$ cat config.mk
export PLATFORM = sky130hd
export DESIGN_NAME = tea_skid
export DESIGN_NICKNAME = d
export VERILOG_FILES = /design/src/hdl/tea_pkg.sv /design/src/hdl/tea_skid.sv
export SDC_FILE = /design/constraint.sdc
export NUM_CORES = 1
export LEC_CHECK = 0
export ABC_AREA = 0
export BUFFER_PORTS_ARGS = -buffer_cell sky130_fd_sc_hd__buf_4
export CAP_MARGIN = 10
export CORE_MARGIN = 5
export CORE_UTILIZATION = 45
export DETAILED_ROUTE_END_ITERATION = 16
export PLACE_DENSITY_LB_ADDON = 0.1
export SYNTH_ARGS = -nofsm -noshare
export SYNTH_HDL_FRONTEND = slang
export SYNTH_SLANG_ARGS = --single-unit
export TNS_END_PERCENT = 50
$ cat constraint.sdc
create_clock -name clk_i -period 7.6 [get_ports clk_i]
set_input_delay 0.76 -clock clk_i [delete_from_list [all_inputs] [get_ports clk_i]]
set_output_delay 0.76 -clock clk_i [all_outputs]
set_load 0.02 [all_outputs]
$ cat src/hdl/tea_pkg.sv
// Package for the TEA block encryptor: types, round constants and key reset values.
// Used by every module of the encryptor; depends on nothing.
package tea_pkg;

  localparam int unsigned ROUND_COUNT = 32;
  localparam int unsigned STAGE_COUNT = 2 * ROUND_COUNT;
  localparam int unsigned WORD_W = 32;
  localparam int unsigned KEY_COUNT = 4;
  localparam int unsigned CFG_IDX_W = $clog2(KEY_COUNT);

  localparam logic [WORD_W-1:0] TEA_DELTA = 32'h9e3779b9;

  localparam logic [WORD_W-1:0] KEY_RESET [KEY_COUNT] = '{
    32'hd1d2a3a4, 32'hb5e8f5c6, 32'he23f4a78, 32'h0f4e6cf9
  };

  typedef enum logic [CFG_IDX_W-1:0] {
    KEY_IDX_0 = 2'd0,
    KEY_IDX_1 = 2'd1,
    KEY_IDX_2 = 2'd2,
    KEY_IDX_3 = 2'd3
  } key_idx_e;

  typedef enum logic {
    HALF_LEFT  = 1'b0,
    HALF_RIGHT = 1'b1
  } half_e;

  typedef struct packed {
    logic [WORD_W-1:0] left;
    logic [WORD_W-1:0] right;
  } tea_blk_t;

  // Running sum for a round numbered from one, modulo 2^32.
  function automatic logic [WORD_W-1:0] round_sum(input int unsigned rnd);
    logic [2*WORD_W-1:0] prod;
    prod = (2*WORD_W)'(rnd) * (2*WORD_W)'(TEA_DELTA);
    return prod[WORD_W-1:0];
  endfunction

endpackage

$ cat src/hdl/tea_skid.sv
// Output skid register that decouples the pipeline from a stalled consumer.
// Depends on tea_pkg.
module tea_skid import tea_pkg::*; (
  input  logic     clk_i,
  input  logic     rst_ni,
  input  logic     last_valid_i,
  input  tea_blk_t last_blk_i,
  input  logic     out_ready_i,
  output logic     adv_o,
  output logic     out_valid_o,
  output tea_blk_t out_blk_o
);

  logic     skid_valid_q, skid_valid_d;
  tea_blk_t skid_blk_q;

  always_comb begin
    skid_valid_d = skid_valid_q;
    if (skid_valid_q) begin
      if (out_ready_i) begin
        skid_valid_d = 1'b0;
      end
    end else if (last_valid_i && !out_ready_i) begin
      skid_valid_d = 1'b1;
    end
  end

  always_ff @(posedge clk_i or negedge rst_ni) begin
    if (!rst_ni) begin
      skid_valid_q <= 1'b0;
    end else begin
      skid_valid_q <= skid_valid_d;
    end
  end

  always_ff @(posedge clk_i) begin
    if (!skid_valid_q && last_valid_i && !out_ready_i) begin
      skid_blk_q <= last_blk_i;
    end
  end

  assign adv_o       = !skid_valid_q;
  assign out_valid_o = skid_valid_q || last_valid_i;
  assign out_blk_o   = skid_valid_q ? skid_blk_q : last_blk_i;

endmodule

==> metrics.yaml <==
cpMostUsedCell: "sky130_fd_sc_hd__buf_4"
run_status: "completed"
via_count_of_the_routed_design: 1737
post_synth_inst_count: 141
max_cap_viol_count: 0
source_to_sink_clock_delay_at_the_later_pin_of_the_worst_skew_pair_ps: 330
critPathMaxStageDelay_ps: 870
postCtsHoldBufs: 0
min_period_ps: 3120
worst_path_arrival_time_ps: 2360
cts_post_setup_buffers_inserted: 0
grt_first_pass_wirelength_mm: 9.23
critical_path_class: "flop to output port"
setup_repair_after_global_routing_missed_its_margin: "no"
vdd_drop_max_uv: 185
die_area_um2: 7950
timing.clock.skew_ps: 5.52
critPathLaunchType: "flop"
die_w_um: 89.2
post_synth_instance_area_um2: 2820
route.detailed.vias_per_inst: 4.83
synthTopCellsByArea: "sky130_fd_sc_hd__edfxtp_1 68%, sky130_fd_sc_hd__mux2_2 19%, sky130_fd_sc_hd__mux2_4 8.5%"
total_leakage_power_nw: 1.69
final_antenna_net_count: 0
yosysUniqueCellTypes: 10
first_global_vias: 1897
max_freq_mhz: 321
hold_path_class: "input pin to asynchronous set/reset pin"
critical-path-top-delay-family: "flip-flops"
grt_start_max_net_pins: 38
finalSetupViolCount: 0
nets: 348
setup.worst_path.end_class: "output port"
synth.yosys.warnings: 0
total_power_mw: 0.928
io_pins: 134
tritoncts: "done"
max_slew.worst_pin.slew_ps: 784
ys_seq_area_frac: 0.690
antenna_found_initial: 0
postRouteWirelength_mm: 6.08
power-per-cell-area_nw_per_um2: 226
final.setup.worst_slack_ps: 4480
cp.buffers_inverters: 2
critical_path.cell_chain: "buf_4 -> mux2_2 -> buf_4"
clock_tree.htree_level_count: 3
average_wire_per_cell_in_the_routed_design_um: 16.9
tritoncts.num_buffers: 9
synth_largest_area_cell: "sky130_fd_sc_hd__edfxtp_1"
placementRows: 28
whs_ps: 190
dp_hpwl_mm: 4.42
placement.setup.worst_slack_ps: 4830
n_fill_cell: 432
synthesis.nets: 209
insertedDiodeCount: 0
numPortBuffers: 133
globalRoute.totalOverflow: 0
total_routing_usage_gr: 0.156
final_core_util: 0.686
slew_viol_final: 0
synth.avg_cell_area_um2: 20.0
number_of_clock_sinks_seen_by_cts: 65
core_region_area_um2: 5990
detailedRoute.firstPassIterationCount: 4
relSlewSlack: 0.477
drive_gt1_frac: 0.765
yosys_register_bits: 65
cts_resized: 0
area.growth.synth_to_final_pct: 45.7
post-route-period-util: 0.410
critical_path_cell_count: 3
cts_max_path_buffers: 2
die-height_um: 89.2
gp_congestion: 0.697
crit_path_max_fanout: 37
post-synth-top-area-fraction: 0.681
cts.clk_slew.worst_paths_ps: 70
critical-path-slowest-cell: "sky130_fd_sc_hd__dfrtp_2"
drc_violations_left: 0
detailedRoute.firstIterationViolations: 56
worst_r2r_path_depth: 3
master_cell_of_the_clock_root_buffer: "sky130_fd_sc_hd__clkbuf_8"
start_util: 0.471
required_time_at_the_endpoint_of_the_critical_path_ps: 6840
finalSetupTns_ps: 0
hold_violations: 0
[Yosys cell counts]
library cell               instances
sky130_fd_sc_hd__buf_2             4
sky130_fd_sc_hd__buf_6             4
sky130_fd_sc_hd__dfrtp_1           1
sky130_fd_sc_hd__edfxtp_1         64
sky130_fd_sc_hd__inv_1             1
sky130_fd_sc_hd__mux2_2           48
sky130_fd_sc_hd__mux2_4           16
sky130_fd_sc_hd__nor3b_1           1
sky130_fd_sc_hd__o21ba_2           1
sky130_fd_sc_hd__or2_2             1
[state kept, by name (all words and copies together) (netlist names)]
signal        cells
skid_blk_q       64
skid_valid_q      1
[cells in the final DEF (no fill, tap or decap), drive strengths merged]
cell / n
bufinv: 3
mux2: 64
nor3b: 1
clkinvlp: 1
edfxtp: 64
buf: 136
or2: 1
dfrtp: 1
clkbuf: 10
o21ba: 1
clkinv: 2
inv: 1
[stage by stage]
step	cell area, um^2	cells
4_1_cts	4110	360
6_report	4110	360
2_1_floorplan	2820	141
3_3_place_gp	3880	344
3_5_place_dp	3880	344
5_1_grt	4110	360
[kinds of logic after synthesis]
kind of cell           share of synthesized area
multiplexers                               0.277
AND/OR/NAND/NOR                          0.00488
buffers and inverters                     0.0244
AO/OA/AOI/OAI                            0.00355
flip-flops                                 0.690
[power by group]
part	internal, mW	total [mW]	switching (mW)	leakage [nW]
Combinational	0.0884	0.165	0.0762	0.973
Sequential	0.410	0.418	0.00785	0.603
Clock	0.216	0.345	0.129	0.114
[path summary, 6_finish.rpt]
check | end | startpoint | slack (ps)
min in group clk_i | skid_blk_q[14] | last_blk_i[14] | 610
max in group asynchronous | skid_valid_q | rst_ni | 7320
min reg2reg | skid_valid_q | skid_valid_q | 1450
min | skid_valid_q | rst_ni | 190
max reg2reg | skid_blk_q[40] | skid_valid_q | 5410
max | out_blk_o[18] | skid_valid_q | 4480
[per-layer routing]
metal  global-route usage  routed length [um]  share of wire
met1                0.198                2500           0.41
met2                0.234                2800           0.46
met3               0.0719                 696           0.11
met4               0.0609                  81          0.013
met5                    0                   0              0
[cell type report]
class | count | area, um^2 | share of cell area
Tap cell | 75 | 93.8 | 0.0228
Inverter | 1 | 3.75 | 0.000913
Sequential cell | 65 | 1950 | 0.474
Multi-Input combinational cell | 67 | 810 | 0.197
Timing Repair Buffer | 136 | 1020 | 0.248
Clock inverter | 6 | 106 | 0.0259
Clock buffer | 10 | 128 | 0.0311
[worst register-to-register path: stages, from the launching register on]
cell and delay (ps):
sky130_fd_sc_hd__dfrtp_2 690, sky130_fd_sc_hd__buf_4 440, sky130_fd_sc_hd__nor3b_2 290, sky130_fd_sc_hd__buf_4 420
(Power assumes the default switching activity.)
