===== src/hdl/tea_pkg.sv =====
// Package for the TEA block encryptor: types, round constants and key reset values.
// Used by every module of the encryptor; depends on nothing.
package tea_pkg;

  localparam int unsigned ROUND_COUNT = 32;
  localparam int unsigned STAGE_COUNT = 2 * ROUND_COUNT;
  localparam int unsigned WORD_W = 32;
  localparam int unsigned KEY_COUNT = 4;
  localparam int unsigned CFG_IDX_W = $clog2(KEY_COUNT);

  localparam logic [WORD_W-1:0] TEA_DELTA = 32'h9e3779b9;

  localparam logic [WORD_W-1:0] KEY_RESET [KEY_COUNT] = '{
    32'hd1d2a3a4, 32'hb5e8f5c6, 32'he23f4a78, 32'h0f4e6cf9
  };

  typedef enum logic [CFG_IDX_W-1:0] {
    KEY_IDX_0 = 2'd0,
    KEY_IDX_1 = 2'd1,
    KEY_IDX_2 = 2'd2,
    KEY_IDX_3 = 2'd3
  } key_idx_e;

  typedef enum logic {
    HALF_LEFT  = 1'b0,
    HALF_RIGHT = 1'b1
  } half_e;

  typedef struct packed {
    logic [WORD_W-1:0] left;
    logic [WORD_W-1:0] right;
  } tea_blk_t;

  // Running sum for a round numbered from one, modulo 2^32.
  function automatic logic [WORD_W-1:0] round_sum(input int unsigned rnd);
    logic [2*WORD_W-1:0] prod;
    prod = (2*WORD_W)'(rnd) * (2*WORD_W)'(TEA_DELTA);
    return prod[WORD_W-1:0];
  endfunction

endpackage


===== src/hdl/tea_stage.sv =====
// One pipeline stage of the TEA encryptor: a registered half-round.
// Depends on tea_pkg.
module tea_stage import tea_pkg::*; (
  input  logic              clk_i,
  input  logic              rst_ni,
  input  logic              en_i,
  input  half_e             half_i,
  input  logic [WORD_W-1:0] sum_i,
  input  logic [WORD_W-1:0] ka_i,
  input  logic [WORD_W-1:0] kb_i,
  input  logic              valid_i,
  input  tea_blk_t          blk_i,
  output logic              valid_o,
  output tea_blk_t          blk_o
);

  logic              valid_q;
  tea_blk_t          blk_q, blk_d;
  logic [WORD_W-1:0] src, upd, mix_a, mix_b, mix_c, mix;

  always_comb begin
    src   = (half_i == HALF_LEFT) ? blk_i.right : blk_i.left;
    upd   = (half_i == HALF_LEFT) ? blk_i.left : blk_i.right;
    mix_a = (src << 4) + ka_i;
    mix_b = src + sum_i;
    mix_c = (src >> 5) + kb_i;
    mix   = mix_a ^ mix_b ^ mix_c;
    blk_d = blk_i;
    if (half_i == HALF_LEFT) begin
      blk_d.left = upd + mix;
    end else begin
      blk_d.right = upd + mix;
    end
  end

  always_ff @(posedge clk_i or negedge rst_ni) begin
    if (!rst_ni) begin
      valid_q <= 1'b0;
    end else if (en_i) begin
      valid_q <= valid_i;
    end
  end

  always_ff @(posedge clk_i) begin
    if (en_i && valid_i) begin
      blk_q <= blk_d;
    end
  end

  assign valid_o = valid_q;
  assign blk_o   = blk_q;

endmodule


===== config.mk =====
export PLATFORM = sky130hd
export DESIGN_NAME = tea_stage
export DESIGN_NICKNAME = d
export VERILOG_FILES = /design/src/hdl/tea_pkg.sv /design/src/hdl/tea_stage.sv
export SDC_FILE = /design/constraint.sdc
export NUM_CORES = 1
export LEC_CHECK = 0
export BUFFER_PORTS_ARGS = -buffer_cell sky130_fd_sc_hd__buf_2
export CORE_MARGIN = 8
export CORE_UTILIZATION = 39
export DETAILED_ROUTE_END_ITERATION = 12
export HOLD_SLACK_MARGIN = 0.08
export SETUP_SLACK_MARGIN = 0.3
export SYNTH_ARGS = -nofsm -noshare
export SYNTH_HDL_FRONTEND = slang
export SYNTH_SLANG_ARGS = --single-unit

===== constraint.sdc =====
create_clock -name clk_i -period 0.8 [get_ports clk_i]
set_input_delay 0.12 -clock clk_i [delete_from_list [all_inputs] [get_ports clk_i]]
set_output_delay 0.12 -clock clk_i [all_outputs]
set_load 0.1 [all_outputs]

==> metrics list <==
- From left edge to right edge, the die measures ~170 um.
- DRT Wirelength: about 37000 um
* Synthesized area per cell: about 8.7 um^2
- Summed over all nets, the switching power comes to between 20 and 30 mW.
- Synthesis produced a netlist whose cell count is 1092.
* Final count of pins violating max slew: 0
- During placement, the flow inserted port buffers numbering roughly 230.
- Violated checks: negative setup slack
- Hold Crit Class: input port to async pin
- Worst slew margin relative to its limit: around 67%
* Shortest clock period the worst path allows after layout: 4.63 ns
- Via Count: between 10k and 15k
* WP data required: 0.88 ns
* Clk sink count: 65
- For this run, the number of Yosys warnings is 0.
* Setup violation total in the final timing report: 130
- Longest individual stage delay on the worst path: approximately 0.32 ns
- Maximum number of pins on one net before global-route repair: 37
* Arrival time of data at the critical path endpoint: roughly 4.7 ns
* Total negative setup slack: -212.76 ns
- Number of levels the H-tree was split into: 3
* Worst-case vdd ir drop: between 0.002 and 0.0025 V
- Setup slack on the worst reg-to-reg path comes out at -0.08 ns.
- 0 antenna diodes ended up in the layout.
- Clk network pwr share: under 10%
* Full die area: around 30000 um^2
- CTS tree: done
* Share of the yosys chip area belonging to registers: 20.5%
- Worst-case clock buffer depth: 2
- Counting flops and latches in the post-synthesis netlist gives between 60 and 70.
- Total count of hold-check failures in the final report: 0
- Together, buffers and inverters on the worst path number 6.
- Of all cell types, the one taking the most synthesized area is edfxtp_1.
- Antenna violations before repair: 0
- Number of distinct standard cells referenced by the synthesized netlist: 80
* Grt total ovfl: 0
* Power density cells: between 3000 and 4000 nW/um^2
* Sw frac: 47.3%
- Once detail routing completed, the nets flagged for antenna violations numbered 0.
- Layout overhead on the synthesized area: 78.5%
- Violation count after the first detailed-route iteration: between 700 and 800
- In this run, flip-flops and latches consume 10.6% of the power.
- Core Util, Final: between 70% and 80%
- Top-level I/O count: 230
- Worst setup path category: input port to flip-flop
* Global-route wire length before repair: roughly 56000 um
- STA classifies the critical path startpoint as an input port.
- The synthesized netlist occupies a cell area of ~9500 um^2.
- The post-route netlist has a little over half of its cells at a drive strength greater than 1.
- In the synthesized netlist the async set-or-reset flop fraction comes to between 1.5 and 2%.
* Initial core utilization: 39.4%
- Detail-routed via count per cell: about 5.3
- Critical Path Sink Type: flip-flop
- Routability-driven placement finished with a final weighted congestion of 0.943.
* Transition time at the pin with the least slew margin: 0.479 ns
- In the routed design, unresolved DRC markers number 0.
- In this run the biggest area consumer among cell types represents between 20 and 25% of the synthesized area.
- Top FF cell, synth: edfxtp_1
- The final critical path takes up 579% of the cycle.
- Worst Setup Slack, final: -3.83 ns
- Number of buffers created by CTS: 9
- Final clock skew: 0 ns
- Clock-pin slew was measured on the worst setup and hold paths at around 0.05 ns.
- Row generation in the floorplan step produced 57 rows.
* Internal cell power: a little over 30 mW
- Summed over all cells, the static leakage comes to approximately 8.0 nW.
* Max Fanout on Critical Path: 5
- Die Y: between 150 and 200 um
* Count of fill cells added during filler insertion: between 1.5k and 2k
* Avg WL per Cell: between 15 and 20 um
- Final-stage net count: approximately 2.0k
- The flow ran to the end, but the final reports show violations.
- Combinational Power Share: between 80% and 90%
- By instance count, the cell type seen most on the critical path is xnor2_1.
- Insertion delay to the later sink of the worst-skew pair: about 0.33 ns
- Setup repair after global routing missed its margin: yes
* Post-synth net total: 1381
- Core footprint: roughly 24000 um^2
- Number of enable flip-flop cells after synthesis: 64
- Max-cap viol count: 0
- Fmax achieved: 216 MHz
* Initial DRT Pass Iterations: 5
- The tree is rooted in a clkbuf_16.
- Vias in the first global route: between 10k and 15k
- By area the synthesized netlist is led by edfxtp_1, ha_1, xnor2_1, mux2_2, o21ai_0.
- For this design, the slowest cell found on the critical path is ha_1.
- Post-detail-place hpwl: 30400 um
- Top delay family on crit path: compound AO/OA/AOI/OAI gates
- Overall Global Routing Usage: ~24%
## state kept, by name (all words and copies together), names as in the netlist
register,count
blk_o,64
valid_o,1
## synth_stat cells, types with 5 or more instances
cell type / count
xnor2_1: 139
ha_1: 120
nand2_1: 103
o21ai_0: 94
a21oi_1: 91
edfxtp_1: 64
a21o_1: 60
nor2_1: 46
mux2_2: 42
inv_1: 36
xor2_1: 36
nand3_1: 22
clkbuf_1: 18
o21a_1: 17
o21bai_1: 16
a31oi_1: 13
mux2i_1: 13
nor3_1: 13
a211oi_1: 10
nand4_1: 9
nand2b_1: 8
nor2b_1: 6
and2_1: 5
and4_1: 5
o211ai_1: 5
## routing by layer
layer  up-vias  part of all wire, %  track usage, %
li1       5333                    -               -
met1      5122                   47            33.5
met2       380                   45            38.8
met3        47                  6.6            3.90
met4         0                  1.7            5.28
met5         -                    0               0
## power by group through the flow
stage          combinational [mW]  sequential, mW  clock [mW]
2_1_floorplan                18.4            11.7           0
3_3_place_gp                 39.2            6.17           0
3_5_place_dp                 39.7            6.21           0
4_1_cts                      44.0            6.14        3.50
5_1_grt                      51.1            6.21        3.64
6_report                     48.2            6.14        3.47
## placed cells by master (no fill, tap or decap), drive strengths merged, types with 4 or more instances in the layout
master	n
clkbuf	12
nor3	14
nor2b	6
nor4	4
buf	649
clkinv	5
edfxtp	64
ha	120
and2	7
a41oi	4
nand2b	8
o21ai	100
xnor2	139
nor2	46
or3	4
xor2	36
o211ai	6
fa	4
nand4	9
o21bai	16
mux2i	13
a21o	63
and4	7
mux2	42
inv	36
and3	7
a211oi	11
a31oi	13
o21a	17
a21oi	93
nand3	22
nand2	103
o31ai	5
## area by class of cell
cell class | count | area [um^2] | share of cell area, %
Multi-Input combinational cell | 967 | 8570 | 50.5
Sequential cell | 65 | 1950 | 11.5
Clock inverter | 4 | 20.0 | 0.118
Timing Repair Buffer | 650 | 5630 | 33.2
Tap cell | 324 | 405 | 2.39
Inverter | 37 | 151 | 0.892
Clock buffer | 12 | 236 | 1.39
## path summary, 6_finish.rpt
| check | start | endpoint | depth (start not counted) |
|---|---|---|---|
| max | half_i | blk_o[57] | 26 |
| min | rst_ni | valid_o | 2 |
| max reg2reg | valid_o | valid_o | 1 |
| min reg2reg | valid_o | valid_o | 1 |
| max in group asynchronous | rst_ni | valid_o | 2 |
| min in group clk_i | blk_i[29] | blk_o[29] | 3 |
## through the flow
step	setup WS (ns)	power [mW]	std cells	area [um^2]	hold slack [ns]
3_3_place_gp	-4.41	45.4	1987	14900	-0.104
2_1_floorplan	-3.90	30.2	1092	9740	-0.176
4_1_cts	-3.86	53.6	2041	16400	0.00355
3_5_place_dp	-4.52	45.9	1987	14900	-0.103
6_report	-3.83	57.8	2059	17000	0.112
5_1_grt	-4.06	60.9	2059	17000	0.110
## what timing repair did
item	CTS	global route
hold buffers	1	0
hold endpoints to repair	2	0
cloned	7	0
endpoints found under the setup margin	191	194
setup buffers	30	18
pin swaps	103	74
resized for setup	166	86
## cell families (layout without fill, tap and decap cells)
group / after synthesis / count (layout) / synth area share [%]
AO/OA/AOI/OAI: 366 / 366 / 25.0
AND/OR/NAND/NOR: 244 / 244 / 12.1
XOR/XNOR: 178 / 178 / 16.8
adder cells (fa/ha/maj): 124 / 124 / 16.6
flip-flops: 65 / 65 / 20.5
buffers and inverters: 60 / 703 / 2.61
multiplexers: 55 / 55 / 6.34
No activity file was read; power rests on OpenSTA's default activity.
